===== config.mk =====
export PLATFORM = sky130hd
export DESIGN_NAME = chull_ram
export DESIGN_NICKNAME = d
export VERILOG_FILES = /design/src/sv/chull_ram.sv
export SDC_FILE = /design/constraint.sdc
export NUM_CORES = 2
export LEC_CHECK = 0
export ABC_AREA = 0
export CAP_MARGIN = 20
export CORE_UTILIZATION = 44
export DETAILED_ROUTE_END_ITERATION = 16
export DONT_BUFFER_PORTS = 1
export PLACE_DENSITY_LB_ADDON = 0.05
export SYNTH_ARGS = -nofsm -noshare
export SYNTH_HDL_FRONTEND = slang
export SYNTH_SLANG_ARGS = --single-unit

===== constraint.sdc =====
create_clock -name clk_i -period 8 [get_ports clk_i]
set_input_delay 1.6 -clock clk_i [delete_from_list [all_inputs] [get_ports clk_i]]
set_output_delay 1.6 -clock clk_i [all_outputs]
set_load 0.005 [all_outputs]

===== src/sv/chull_ram.sv =====
// ----------------------------------------------------------------------------
// chull_ram: generic single-write, single-read RAM
// One write port and one read port with registered read data.
// ----------------------------------------------------------------------------
module chull_ram #(
  parameter int WIDTH = 32,
  parameter int DEPTH = 64,
  localparam int AW = $clog2(DEPTH)
) (
  input  logic             clk_i,
  input  logic             we_i,
  input  logic [AW-1:0]    waddr_i,
  input  logic [WIDTH-1:0] wdata_i,
  input  logic [AW-1:0]    raddr_i,
  output logic [WIDTH-1:0] rdata_o
);

  logic [WIDTH-1:0] mem_q [DEPTH];

  always_ff @(posedge clk_i) begin
    if (we_i) begin
      mem_q[waddr_i] <= wdata_i;
    end
    rdata_o <= mem_q[raddr_i];
  end

endmodule


==> impl_metrics.json <==
{
  "yosysSeqAreaShare_pct": 79.1,
  "wl_per_cell_um": 35.5,
  "p_per_area_nw_per_um2": 256,
  "tightest_slew_ns": 1.52,
  "rows": 154,
  "grt_start_max_net_pins": 514,
  "core_sq_um": 177000,
  "netlist_area_sq_um": 78500,
  "antenna_found_initial": 11,
  "worst_slack_ns": 3.86,
  "critPathMaxFanout": 513,
  "switching_power_mw": 4.53,
  "hold_violations": 0,
  "clkPwrFrac_pct": 43.4,
  "finalWeightedCongestion": 0.781,
  "die_h_um": 424,
  "clkSlewWorstSetupHoldPaths_ns": 0.06,
  "start_kind": "input port",
  "vdd_drop_max_mv": 0.228,
  "cts_made_buffers": 214,
  "synth-simple-area-share_pct": 1.27,
  "clock-skew-final_ns": 0.0266,
  "required_ns": 8.67,
  "firstDrtPassIters": 5,
  "cts_root_buf": "clkbuf_16",
  "status": "complete, but fails checks",
  "cts.sinks": 2080,
  "vias": 35600,
  "endpoint_kind": "register",
  "crit_family": "multiplexers",
  "io_pins": 78,
  "synth_edf_count": 2048,
  "rrSetupSlack_ns": 5.47,
  "setup.worst_path.class": "input port to register",
  "internal-power_mw": 18.2,
  "min_period_over_period_pct": 51.8,
  "whs_ns": 0.774,
  "synth_compound_area_share_pct": 1.67,
  "critPathMaxStageDelay_ns": 0.99,
  "cts_max_level": 4,
  "synthCells": 3324,
  "n_fill_cell": 13800,
  "violations": "slew limit",
  "grt-ovfl-total": 0,
  "drv_cap": 0,
  "p_comb_share_pct": 3.1,
  "maxSlewHeadroom_pct": -1.57,
  "p_seq_share_pct": 53.5,
  "pre_cts_ws_ns": 3.70,
  "hold_path_class": "register to register",
  "io_buffers": 0,
  "setup_viol": 0,
  "cts_tree": "yes",
  "fmax_ghz": 0.241,
  "clockBufferDepth": 3,
  "ant_nets": 0,
  "rsz0062_at_grt": "false",
  "start_util_pct": 44.4,
  "stdcell_count": 5968,
  "crit_top_cell": "mux4_2",
  "sw_frac_of_total_pct": 20.0,
  "p_total_mw": 22.7,
  "dp_cells": 5565,
  "synth_area_leader_cell": "edfxtp_1",
  "clkLatencyLatePin_ns": 0.84,
  "synth-xor-area-share_pct": 0,
  "synth_top_area_share_pct": 78.3,
  "dieArea_sq_um": 180000,
  "die_x_um": 424,
  "synth_top_family_by_area": "multiplexers",
  "grt_pass1_wl_mm": 295,
  "vias_per_cell": 5.97,
  "drc_errors": 0,
  "p_leak_nw": 27.2,
  "crit_chain": "mux4_2 > mux4_2 > o22ai_1 > nor2_1",
  "grtUsageTotal_pct": 23.8,
  "post_route_cells_drive_above_1_share_pct": 27.8,
  "syn_to_final_growth_pct": 12.9,
  "ys_warn_count": 0,
  "ys_ff_latch": 2080,
  "drv_slew": 35,
  "fin_tns_setup_ns": 0,
  "place_hpwl_mm": 112,
  "critPathBufInv": 0,
  "cts_resized": 0,
  "wl_mm": 212,
  "fin_crit_ns": 4.14,
  "grt_pass1_vias": 37100,
  "syn_nets": 3370,
  "yosysUniqueCellTypes": 34,
  "muxShareOfSynthArea_pct": 16.8,
  "synth_fa_ha_area_share_pct": 0,
  "crit_arrival_ns": 4.81,
  "syn_area_per_cell_sq_um": 23.6,
  "crit_slowest_cell": "mux4_2",
  "async_flop_share_pct": 0,
  "synth-main-ff-cell": "edfxtp_1",
  "synth_area_leaders": "edfxtp_1 (78%), mux4_2 (16%), mux2i_1 (1.2%)",
  "nNetsFinal": 3487,
  "ctsHoldBuffers": 0,
  "drt-initial-drc-count": 3815,
  "post_cts_buffers": 0
}
[stage by stage]
step	utilization, %	area (sq um)
final	50.2	88600
after floorplan	-	78500
after detailed placement	46.2	81700
after global placement	46.2	81600
after global routing	50.2	88600
after CTS	50.2	88600
[layer usage]
| metal | routed length, um | share of wire, % | global-route usage (%) | vias up |
|---|---|---|---|---|
| met5 | 0 | 0 | 0 | - |
| met4 | 4830 | 2.3 | 6.17 | 0 |
| met2 | 106000 | 50 | 39.5 | 1151 |
| met1 | 86900 | 41 | 32.7 | 19700 |
| li1 | - | - | - | 14500 |
| met3 | 13900 | 6.6 | 3.87 | 255 |
[area by class of cell]
type	count	area (sq um)	share of cell area, %
Tap cell	2340	2930	3.30
Antenna cell	4	10.0	0.0113
Clock inverter	115	1180	1.33
Multi-Input combinational cell	1062	16000	18.0
Sequential cell	2080	62100	70.1
Timing Repair Buffer	83	643	0.726
Clock buffer	284	5760	6.50
[logic make-up after synthesis]
logic type	after synthesis
DFF	2080
muxes	637
and+or+nand+nor	223
AOI/OAI and AO/OA	202
buffers and inverters	182
[worst register-to-register path, stage by stage, from the launching register on]
cell and delay [ns]:
edfxtp_1 0.36, mux4_2 0.49, mux4_2 0.49, o22ai_1 0.88
nor2_1 0.15
[placed cells by master, fill, tap and decap left out, types with 33 or more instances in the layout]
| master | count |
|---|---|
| edfxtp_1 | 2048 |
| mux4_2 | 544 |
| clkbuf_16 | 215 |
| mux2i_1 | 93 |
| o22ai_1 | 84 |
| buf_4 | 81 |
| nor2_1 | 74 |
| a21oi_1 | 62 |
| nor2_4 | 62 |
| clkbuf_1 | 57 |
| clkinv_2 | 39 |
| clkinv_1 | 33 |
[synth_stat cells, drive strengths merged (2+ instances only)]
cell type	n
or3b	5
edfxtp	2048
and2	2
mux4	544
or2	3
nand2b	8
dfxtp	32
nor2b	15
o32ai	4
nor2	137
a22oi	12
clkbuf	74
nor3	7
buf	108
and3	4
or3	3
mux2i	93
o22ai	84
a21oi	62
nand3b	5
o221ai	27
a41o	4
a311oi	8
nand2	26
nand4	2
nand3	5
[flip-flops by register name, summed over array words and instances (netlist names)]
register and flops:
rdata_o 32, mem_q 2048
[power by group through the flow]
stage / Sequential (mW) / Combinational [mW] / Clock, mW
after floorplan: 12.3 / 0.587 / 0
final: 12.1 / 0.696 / 9.85
after global placement: 12.4 / 0.693 / 0
after global routing: 12.1 / 0.717 / 10.4
after detailed placement: 12.4 / 0.694 / 0
after CTS: 12.1 / 0.697 / 10.0
[worst paths after layout]
| check | start | end | cells after the start |
|---|---|---|---|
| min | mem_q[12][17] | rdata_o[17] | 4 |
| max | raddr_i[0] | rdata_o[11] | 4 |
| max reg2reg | mem_q[11][11] | rdata_o[11] | 4 |
| min reg2reg | mem_q[12][17] | rdata_o[17] | 4 |
Note: power is estimated with default switching activity, not from simulation.
